### src/hw/rtl/cfq_pkg.sv
// Shared codes, constants and control/status types for the circular FIFO queue.
`timescale 1ns / 1ps

package cfq_pkg;

    localparam int DEPTH_DEFAULT = 8;
    localparam int WORD_W        = 32;
    localparam int OP_W          = 2;
    localparam int STATUS_W      = 2;

    localparam logic [OP_W-1:0] OP_INSERT  = 2'd0;
    localparam logic [OP_W-1:0] OP_REMOVE  = 2'd1;
    localparam logic [OP_W-1:0] OP_DISPLAY = 2'd2;

    localparam logic [STATUS_W-1:0] ST_OK        = 2'd0;
    localparam logic [STATUS_W-1:0] ST_OVERFLOW  = 2'd1;
    localparam logic [STATUS_W-1:0] ST_UNDERFLOW = 2'd2;
    localparam logic [STATUS_W-1:0] ST_EMPTY     = 2'd3;

    // Commands from the controller to the datapath
    typedef struct packed {
        logic                wr_en;       // store value at tail, advance tail, count up
        logic                pop;         // advance head, count down
        logic                scan_start;  // read head entry, set scan pointer past head, clear scan count
        logic                scan_step;   // read next scanned entry
        logic                out_load;    // load the output register
        logic                out_use_mem; // output data from store read
        logic [STATUS_W-1:0] out_status;
        logic                out_last;
    } cfq_cmd_t;

    // Status from the datapath to the controller
    typedef struct packed {
        logic empty;
        logic full;
        logic last_entry;  // scan sits on the newest held entry
        logic out_valid;
    } cfq_sts_t;

endpackage

### src/hw/rtl/cfq_datapath.sv
// Datapath: entry store, head/tail pointers, occupancy, scan pointer and output register.
`timescale 1ns / 1ps

module cfq_datapath #(
    parameter int DEPTH = cfq_pkg::DEPTH_DEFAULT
) (
    input  logic                                clk,
    input  logic                                rst_n,
    input  cfq_pkg::cfq_cmd_t                   cmd,
    input  logic signed [cfq_pkg::WORD_W-1:0]   value,
    input  logic                                out_stall,
    output cfq_pkg::cfq_sts_t                   sts,
    output logic                                out_valid,
    output logic [cfq_pkg::STATUS_W-1:0]        status,
    output logic signed [cfq_pkg::WORD_W-1:0]   data,
    output logic                                last
);

    localparam int PTR_W = (DEPTH > 1) ? $clog2(DEPTH) : 1;
    localparam int OCC_W = $clog2(DEPTH + 1);
    localparam logic [PTR_W-1:0] PTR_MAX = PTR_W'(DEPTH - 1);
    localparam logic [OCC_W-1:0] OCC_MAX = OCC_W'(DEPTH);

    logic [cfq_pkg::WORD_W-1:0] mem [DEPTH];

    logic [PTR_W-1:0] head_reg, head_next;
    logic [PTR_W-1:0] tail_reg, tail_next;
    logic [OCC_W-1:0] occ_reg, occ_next;
    logic [PTR_W-1:0] scan_ptr_reg, scan_ptr_next;
    logic [OCC_W-1:0] scan_cnt_reg, scan_cnt_next;
    logic [PTR_W-1:0] rd_addr;
    logic             rd_en;
    logic [cfq_pkg::WORD_W-1:0] rd_data_reg;

    logic                         out_valid_reg;
    logic [cfq_pkg::STATUS_W-1:0] out_status_reg;
    logic [cfq_pkg::WORD_W-1:0]   out_data_reg;
    logic                         out_last_reg;

    function automatic logic [PTR_W-1:0] wrap_inc(input logic [PTR_W-1:0] p);
        return (p == PTR_MAX) ? '0 : p + PTR_W'(1);
    endfunction

    assign rd_en   = cmd.scan_start | cmd.scan_step;
    assign rd_addr = cmd.scan_start ? head_reg : scan_ptr_reg;

    always_comb
    begin
        head_next     = head_reg;
        tail_next     = tail_reg;
        occ_next      = occ_reg;
        scan_ptr_next = scan_ptr_reg;
        scan_cnt_next = scan_cnt_reg;
        if (cmd.wr_en)
        begin
            tail_next = wrap_inc(tail_reg);
            occ_next  = occ_reg + OCC_W'(1);
        end
        if (cmd.pop)
        begin
            head_next = wrap_inc(head_reg);
            occ_next  = occ_reg - OCC_W'(1);
        end
        if (cmd.scan_start)
        begin
            scan_ptr_next = wrap_inc(head_reg);
            scan_cnt_next = '0;
        end
        else if (cmd.scan_step)
        begin
            scan_ptr_next = wrap_inc(scan_ptr_reg);
            scan_cnt_next = scan_cnt_reg + OCC_W'(1);
        end
    end

    always_ff @(posedge clk or negedge rst_n)
    begin
        if (!rst_n)
        begin
            head_reg      <= '0;
            tail_reg      <= '0;
            occ_reg       <= '0;
            scan_ptr_reg  <= '0;
            scan_cnt_reg  <= '0;
            out_valid_reg <= 1'b0;
        end
        else
        begin
            head_reg     <= head_next;
            tail_reg     <= tail_next;
            occ_reg      <= occ_next;
            scan_ptr_reg <= scan_ptr_next;
            scan_cnt_reg <= scan_cnt_next;
            if (cmd.out_load)
                out_valid_reg <= 1'b1;
            else if (!out_stall)
                out_valid_reg <= 1'b0;
        end
    end

    // store write and registered read
    always_ff @(posedge clk)
    begin
        if (cmd.wr_en)
            mem[tail_reg] <= value;
        if (rd_en)
            rd_data_reg <= mem[rd_addr];
    end

    // output payload, no reset needed
    always_ff @(posedge clk)
    begin
        if (cmd.out_load)
        begin
            out_status_reg <= cmd.out_status;
            out_data_reg   <= cmd.out_use_mem ? rd_data_reg : '0;
            out_last_reg   <= cmd.out_last;
        end
    end

    assign sts.empty      = (occ_reg == '0);
    assign sts.full       = (occ_reg == OCC_MAX);
    assign sts.last_entry = (scan_cnt_reg + OCC_W'(1) == occ_reg);
    assign sts.out_valid  = out_valid_reg;

    assign out_valid = out_valid_reg;
    assign status    = out_status_reg;
    assign data      = out_data_reg;
    assign last      = out_last_reg;

    a_occ_bound: assert property (@(posedge clk) disable iff (!rst_n)
        occ_reg <= OCC_MAX)
        else $error("occupancy above depth");

    a_no_write_full: assert property (@(posedge clk) disable iff (!rst_n)
        cmd.wr_en |-> !sts.full)
        else $error("write into full queue");

    a_no_pop_empty: assert property (@(posedge clk) disable iff (!rst_n)
        cmd.pop |-> !sts.empty)
        else $error("pop from empty queue");

    a_empty_ptrs: assert property (@(posedge clk) disable iff (!rst_n)
        sts.empty |-> (head_reg == tail_reg))
        else $error("empty queue with head and tail apart");

    a_load_free: assert property (@(posedge clk) disable iff (!rst_n)
        cmd.out_load |-> (!out_valid_reg || !out_stall))
        else $error("output register overwritten while held");

endmodule

### src/hw/rtl/cfq_ctrl.sv
// Controller: accepts transactions and sequences store reads for remove and display.
`timescale 1ns / 1ps

module cfq_ctrl (
    input  logic                          clk,
    input  logic                          rst_n,
    input  logic                          in_valid,
    input  logic [cfq_pkg::OP_W-1:0]      operation,
    input  logic                          out_stall,
    input  cfq_pkg::cfq_sts_t             sts,
    output logic                          in_stall,
    output cfq_pkg::cfq_cmd_t             cmd
);

    typedef enum logic {
        S_IDLE,
        S_READ
    } state_t;

    state_t                      state_reg, state_next;
    logic [cfq_pkg::OP_W-1:0]    op_reg, op_next;
    logic                        out_free;

    assign out_free = !sts.out_valid || !out_stall;

    always_comb
    begin
        state_next = state_reg;
        op_next    = op_reg;
        in_stall   = 1'b1;
        cmd        = '0;
        unique case (state_reg)
            S_IDLE:
            begin
                in_stall = !out_free;
                if (in_valid && out_free)
                begin
                    op_next = operation;
                    cmd.out_last = 1'b1;
                    priority case (operation)
                        cfq_pkg::OP_INSERT:
                        begin
                            cmd.out_load = 1'b1;
                            if (sts.full)
                                cmd.out_status = cfq_pkg::ST_OVERFLOW;
                            else
                            begin
                                cmd.wr_en      = 1'b1;
                                cmd.out_status = cfq_pkg::ST_OK;
                            end
                        end
                        cfq_pkg::OP_REMOVE:
                        begin
                            if (sts.empty)
                            begin
                                cmd.out_load   = 1'b1;
                                cmd.out_status = cfq_pkg::ST_UNDERFLOW;
                            end
                            else
                            begin
                                cmd.scan_start = 1'b1;
                                state_next     = S_READ;
                            end
                        end
                        cfq_pkg::OP_DISPLAY:
                        begin
                            if (sts.empty)
                            begin
                                cmd.out_load   = 1'b1;
                                cmd.out_status = cfq_pkg::ST_EMPTY;
                            end
                            else
                            begin
                                cmd.scan_start = 1'b1;
                                state_next     = S_READ;
                            end
                        end
                        default: ;  // unused code: dropped
                    endcase
                end
            end
            S_READ:
            begin
                if (out_free)
                begin
                    cmd.out_load    = 1'b1;
                    cmd.out_use_mem = 1'b1;
                    cmd.out_status  = cfq_pkg::ST_OK;
                    if (op_reg == cfq_pkg::OP_REMOVE)
                    begin
                        cmd.pop      = 1'b1;
                        cmd.out_last = 1'b1;
                        state_next   = S_IDLE;
                    end
                    else if (sts.last_entry)
                    begin
                        cmd.out_last = 1'b1;
                        state_next   = S_IDLE;
                    end
                    else
                        cmd.scan_step = 1'b1;
                end
            end
            default: state_next = S_IDLE;
        endcase
    end

    always_ff @(posedge clk or negedge rst_n)
    begin
        if (!rst_n)
        begin
            state_reg <= S_IDLE;
            op_reg    <= cfq_pkg::OP_INSERT;
        end
        else
        begin
            state_reg <= state_next;
            op_reg    <= op_next;
        end
    end

endmodule

### src/hw/rtl/circular_fifo_queue_unit.sv
// Top level of the circular FIFO queue of signed 32-bit words.
`timescale 1ns / 1ps
//
// Usage:
//   Input channel (in_valid/in_stall, operation, value) takes one transaction
//   per command: insert, remove or display. Output channel (out_valid/out_stall,
//   status, data, last) returns the results; last marks the final result of a
//   command. A transaction moves on a rising edge with valid high, stall low.
// Result sequencing:
//   Insert, overflow, underflow and empty display: result in the cycle after
//   acceptance; one command per cycle while the receiver keeps up.
//   Remove and display of N held words: each word passes the registered
//   store read, then the output register, one word per cycle while the
//   receiver keeps up; no new command is taken until the last word is
//   loaded. The store has a single registered read port.
//   Operation code 3 is dropped without a result.
// Reset: rst_n clears the pointers, occupancy and output valid; the queue is
//   empty and ready at once. Store contents are not cleared.
// Stall: a result waits in the output register while out_stall is high; the
//   unit holds off new commands and display scans until the register frees.
//
module circular_fifo_queue_unit #(
    parameter int DEPTH = cfq_pkg::DEPTH_DEFAULT
) (
    input  logic                                clk,
    input  logic                                rst_n,
    // command channel
    input  logic                                in_valid,
    output logic                                in_stall,
    input  logic [cfq_pkg::OP_W-1:0]            operation,
    input  logic signed [cfq_pkg::WORD_W-1:0]   value,
    // result channel
    output logic                                out_valid,
    input  logic                                out_stall,
    output logic [cfq_pkg::STATUS_W-1:0]        status,
    output logic signed [cfq_pkg::WORD_W-1:0]   data,
    output logic                                last
);

    cfq_pkg::cfq_cmd_t cmd;
    cfq_pkg::cfq_sts_t sts;

    // Controller decides each transaction's fate from occupancy flags.
    cfq_ctrl u_ctrl (
        .clk       (clk),
        .rst_n     (rst_n),
        .in_valid  (in_valid),
        .operation (operation),
        .out_stall (out_stall),
        .sts       (sts),
        .in_stall  (in_stall),
        .cmd       (cmd)
    );

    // Datapath holds the ring store and the output register.
    cfq_datapath #(
        .DEPTH (DEPTH)
    ) u_datapath (
        .clk       (clk),
        .rst_n     (rst_n),
        .cmd       (cmd),
        .value     (value),
        .out_stall (out_stall),
        .sts       (sts),
        .out_valid (out_valid),
        .status    (status),
        .data      (data),
        .last      (last)
    );

endmodule

### config.mk
export PLATFORM = sky130hd
export DESIGN_NAME = circular_fifo_queue_unit
export DESIGN_NICKNAME = d
export VERILOG_FILES = /design/src/hw/rtl/cfq_pkg.sv /design/src/hw/rtl/cfq_datapath.sv /design/src/hw/rtl/cfq_ctrl.sv /design/src/hw/rtl/circular_fifo_queue_unit.sv
export SDC_FILE = /design/constraint.sdc
export NUM_CORES = 1
export LEC_CHECK = 0
export BUFFER_PORTS_ARGS = -buffer_cell sky130_fd_sc_hd__buf_2
export CAP_MARGIN = 25
export CORE_MARGIN = 1.5
export CORE_UTILIZATION = 45
export DETAILED_ROUTE_END_ITERATION = 16
export GPL_TIMING_DRIVEN = 0
export PLACE_DENSITY_LB_ADDON = 0.2
export SLEW_MARGIN = 10
export SYNTH_ARGS = -nofsm -noshare
export SYNTH_HDL_FRONTEND = slang
export SYNTH_SLANG_ARGS = --single-unit
### constraint.sdc
create_clock -name clk -period 4.2 [get_ports clk]
set_input_delay 0.21 -clock clk [delete_from_list [all_inputs] [get_ports clk]]
set_output_delay 0.21 -clock clk [all_outputs]
set_load 0.02 [all_outputs]
==> reports/metrics.cfg, run 1 <==
[power_and_ir_drop]
p_leak_uw = 0.00609
power.density_nw_per_um2 = 670
ir_worst_vdd_mv = 0.314

[global_route]
grt_max_degree = 25
antenna_found_initial = 0
grt_pass1_wl_mm = 61.4
track_usage_pct = 23.1
overflow = 0
first_global_vias = 10100

[cells_and_area]
final_area_um2 = 17900
antenna_cells = 0
nets = 1241
largest_reg_flops = 256
area_growth_pct = 17.7
drive_gt1_share_pct = 15.7
mostFrequentLayoutCells = edfxtp_1 (323), a21boi_0 (128), buf_2 (96)
layout_commonest_cell = edfxtp_1
fill_cells = 2808

[worst_setup_path]
worst-setup-path-type = reg -> reg
critPathMaxFanout = 15
crit_required_ns = 4.42
critPathMaxStageDelay_ns = 0.73
cp_cell_sequence = nor4_4, buf_2, buf_2, a21oi_1, o31ai_4, buf_8
slowest_stage = nor4_4
ff2ff_path_depth = 6
cp-end-kind = register
arrival_ns = 3.46
start_kind = register
cpMostUsedCell = buf_2

[floorplan]
coreArea_um2 = 33400
initial_core_util_pct = 45.5
die_x_um = 187
io_pins = 75
dieArea_um2 = 34900
num_rows = 67
dieHeight_um = 187

[yosys]
ys.flop_type = edfxtp_1
yosysTopAreaCell = edfxtp_1
synth_edf_count = 323
yosysTopAreaCellShare_pct = 63.8
yosys.area_share.simple_pct = 5.80
syn-num-nets = 1085
synth_warnings = 0
ys_types = 49
async_flop_share_pct = 6.10
syn_inst = 1033
ys_seq_area_share_pct = 67.3
synth_xor_area_share_pct = 0.618
syn_area_per_cell_um2 = 14.7
synth.mux.area_fraction_pct = 2.53
synthAdderAreaFrac_pct = 1.20
synthTopCellsByArea = edfxtp_1 (64%), a21boi_0 (6.3%), o41ai_1 (3.7%)
ys_ff_latch = 344
syn_area_um2 = 15200
synth-compound-area-share_pct = 18.8
synth_top_family_by_area = compound AO/OA/AOI/OAI gates

[job]
maxCapViolations = 0

[placement]
dp_hpwl_mm = 27.0
gp_congestion = 0.815
port_buffers = 74
placed_cell_area_um2 = 16400

[timing]
skew_ns = 0.0160
period_share_pct = 77.1
layout_min_cycle_time_ns = 3.24
slew_headroom_pct = 40.9
rsz0062_at_grt = no
setup_viol = 0
tightest_slew_ns = 0.885
timing.hold.ws_ns = 0.00696
drv_slew = 0
clock.fmax_mhz = 309
hold_viol_final = 0

[routing]
drc_errors = 0
wl_per_cell_um = 24.1
drt-initial-drc-count = 829
firstDrtPassIters = 6
totalWireLength_mm = 40.0
vias = 10100
ant_nets = 0
viasPerCell = 6.07

[worst_hold_path]
min_delay_path_depth = 1
hold_class = in -> reg

[clock_tree]
cts_root_buf = clkbuf_16
cts_buffers = 38
ctsLongestPathBuffers = 3
cts_sinks = 344
cts_tree = built
postCtsSetupBuffers = 0
htreeDepth = 2
clk_latency_ns = 0.53
clk_pin_slew_ns = 0.06

[status]
status = finished, final reports clean

## cell usage after synthesis (8+ instances only)
| cell type | n |
|---|---|
| edfxtp_1 | 323 |
| nand2_1 | 23 |
| mux2i_1 | 35 |
| a21boi_0 | 128 |
| nor2_1 | 10 |
| clkbuf_1 | 76 |
| o221ai_1 | 64 |
| o21ai_0 | 8 |
| and2_1 | 32 |
| ha_1 | 13 |
| buf_2 | 22 |
| dfrtp_1 | 21 |
| o41ai_1 | 65 |
| inv_1 | 11 |
| o32ai_1 | 64 |
| buf_6 | 8 |
| and3_1 | 65 |
## metal layers
metal,routed length (um),global-route usage (%),vias up
met5,0,0,-
met4,925,7.17,0
met3,2850,4.81,66
met2,19100,37.7,405
met1,17200,31.1,5044
li1,-,-,4564
## power by group
group | internal [uW] | total [uW] | switching (uW)
clock | 1880 | 3150 | 1280
sequential | 4410 | 4600 | 186
combinational | 1400 | 4240 | 2830
## final timing paths
kind                       slack (ns)                  start                     to
max in group asynchronous        3.66                  rst_n   u_datapath.out_valid
min in group asynchronous        0.20                  rst_n  u_datapath.occ_reg[3]
min reg2reg                      0.47       u_ctrl.op_reg[0]       u_ctrl.op_reg[0]
max reg2reg                      0.96  u_datapath.occ_reg[1]    u_datapath.data[12]
max                              0.96  u_datapath.occ_reg[1]    u_datapath.data[12]
min                             0.007               value[7]   u_datapath.mem[7][7]
## kinds of logic after synthesis
group | Yosys count
compound gates | 351
xor+xnor | 9
fa+ha+maj | 14
buf+inv | 126
flops | 344
mux | 38
simple gates | 151
## stage by stage
step                util [%]  setup TNS [ns]  total power (uW)  std cells  setup slack (ns)
detailed placement      49.3               0              8840       1570             0.971
global route            53.6               0             12600       1660             0.848
finish                  53.6               0             12000       1660             0.963
global placement        48.3         -183.82              8710       1555             -1.59
CTS                     53.6               0             12000       1659             0.988
floorplan                  -               0              7310       1033             0.168
## repair_timing
item,CTS,global route
gates resized for setup,0,0
hold buffers,26,1
hold endpoints to repair,210,1
## critical path: cells and delay by family, from the launching register on
family | cells | cell delay [ns]
buffers and inverters | 3 | 1.00
AND/OR/NAND/NOR | 1 | 0.73
AO/OA/AOI/OAI | 2 | 0.72
flip-flops | 1 | 0.47
## layout make-up
cell class	instances	area (um^2)	area share, %
buffer	113	519	2.90
clock buffer	50	1060	5.91
clock inverter	13	109	0.609
inverter	13	48.8	0.273
multi-input combinational	563	4470	25.0
sequential	344	10200	57.2
tap	448	561	3.13
timing repair buffer	116	893	5.00
Power figures use the tool's default switching activity.
==> run 2: changes to the inputs <==
- clock period: 4.2 -> 2.7 ns (I/O delays scaled with it)
==> reports/metrics.cfg, run 2 (synthesis gave the netlist of run 1 again) <==
[status]
status = finished, final reports clean

[power_and_ir_drop]
p_leak_uw = 0.00635
comb_power_share_pct = 36.1
clockPowerShare_pct = 26.3
swShare_pct = 35.7
ir_worst_vdd_mv = 0.530
power.density_nw_per_um2 = 1040
seq_power_share_pct = 37.7
power_switching_uw = 6810
internal_power_uw = 12300

[worst_setup_path]
start_kind = register
crit_required_ns = 3.00
cp_cell_sequence = a21oi_4, inv_2, or4_4, clkbuf_4, buf_4, a21boi_0, o32ai_1, mux2i_1
r2r-end = u_datapath.rd_data_reg[0]
worst-setup-path-type = reg -> reg
slowest_stage = or4_4
r2r_start = u_datapath.out_valid
arrival_ns = 2.99
ff2ff_path_depth = 8
endpoint = u_datapath.rd_data_reg[0]
critPathLaunch = u_datapath.out_valid
reg2reg_slack_ns = 0.009
critPathMaxStageDelay_ns = 0.52
critPathMaxFanout = 10
cp-end-kind = register

[timing]
skew_ns = 0.0173
layout_setup_ws_ns = 0.00916
hold_viol_final = 0
period_share_pct = 99.7
setup_viol = 0
layout_min_cycle_time_ns = 2.69
fin_setup_tns_ns = 0
slew_headroom_pct = 53.7
drv_slew = 0
clock.fmax_mhz = 372
tightest_slew_ns = 0.694

[cells_and_area]
multi_input_area_um2 = 4570
fill_cells = 2759
largest_reg_flops = 256
layout_commonest_cell = edfxtp_1
nets = 1255
regArea_um2 = 10200
drive_gt1_share_pct = 21.0
final-instance-count-excl-fill = 1679
antenna_cells = 0
mostFrequentLayoutCells = edfxtp_1 (323), a21boi_0 (126), buf_2 (94)
area_growth_pct = 20.5

[global_route]
antenna_found_initial = 0
overflow = 0
use_met2_pct = 37.7
first_global_vias = 10300
track_usage_pct = 23.1
grt_max_degree = 34
use_met3_pct = 5.47
use_met1_pct = 30.7
grt_pass1_wl_mm = 61.6
grt-busiest-layer = met2

[routing]
totalWireLength_mm = 40.5
firstDrtPassIters = 7
ant_nets = 0
drt-initial-drc-count = 812
vias = 10200
viasPerCell = 6.08
drc_errors = 0
wl_per_cell_um = 24.1

[clock_tree]
htreeDepth = 2
cts_sinks = 344
ctsLongestPathBuffers = 3
clk_latency_ns = 0.53
clk_pin_slew_ns = 0.06
cts_root_buf = clkbuf_16
cts_tree = built
cts_buffers = 38

[job]
maxCapViolations = 0

[placement]
dp_hpwl_mm = 26.8
post-place-ws_ns = -0.540
dp_cells = 1567
port_buffers = 74
gp_congestion = 0.814

[floorplan]
num_rows = 67
io_pins = 75
dieHeight_um = 187
dieArea_um2 = 34900
coreArea_um2 = 33400
initial_core_util_pct = 45.5
die_x_um = 187

[worst_hold_path]
min_delay_path_depth = 3
hold_class = in -> reg

## run 2: area by class of cell
cell class                 count  share of cell area [%]
multi-input combinational    563                    25.0
sequential                   344                    55.9
timing repair buffer         130                    5.86
inverter                      13                   0.267
tap                          448                    3.06
buffer                       113                    3.43
clock inverter                17                   0.847
clock buffer                  51                    5.69
## run 2: what timing repair did
item	CTS	global route
pin swaps	2	4
endpoints found under the setup margin	101	224
hold endpoints to repair	280	0
hold buffers	36	0
buffers inserted	2	5
gates resized for setup	33	85
gates cloned	0	1
## run 2: power groups by stage
stage / registers [uW] / logic, uW / clock network, uW
2_1_floorplan: 7500 / 3880 / 0
6_report: 7180 / 6870 / 5010
3_5_place_dp: 7280 / 6440 / 0
3_3_place_gp: 7270 / 6250 / 0
4_1_cts: 7170 / 6590 / 5070
5_1_grt: 7260 / 7400 / 5280
## run 2: critical path, delay by kind of cell, from the launching register on
kind	cells	cell delay, ns
flops	1	0.47
compound gates	3	0.55
buf+inv	3	0.61
mux	1	0.32
simple gates	1	0.52
## run 2: per-layer routing
metal	up-vias	part of all wire (%)
met5	-	0
met4	0	2.5
met3	72	8.7
met2	437	48
met1	5102	41
li1	4595	-
## run 2: per-stage QoR
| step | power, uW | util (%) | cell area (um^2) | hold WS, ns |
|---|---|---|---|---|
| 6_report | 19100 | 54.9 | 18300 | 0.0857 |
| 3_3_place_gp | 13500 | 48.5 | 16200 | 0.126 |
| 5_1_grt | 19900 | 54.9 | 18300 | 0.0961 |
| 4_1_cts | 18800 | 54.3 | 18100 | 0.130 |
| 3_5_place_dp | 13700 | 49.4 | 16500 | 0.133 |
| 2_1_floorplan | 11400 | - | 15200 | -0.161 |
## run 2: worst min path at each step
stage               startpoint                     end  slack (ns)
floorplan                rst_n        u_ctrl.op_reg[0]       -0.16
global route          in_valid  u_datapath.tail_reg[1]         0.1
global placement         rst_n   u_datapath.occ_reg[3]        0.13
detailed placement       rst_n   u_datapath.occ_reg[1]        0.13
CTS                      rst_n  u_datapath.head_reg[2]        0.13
finish                in_valid  u_datapath.tail_reg[1]        0.09
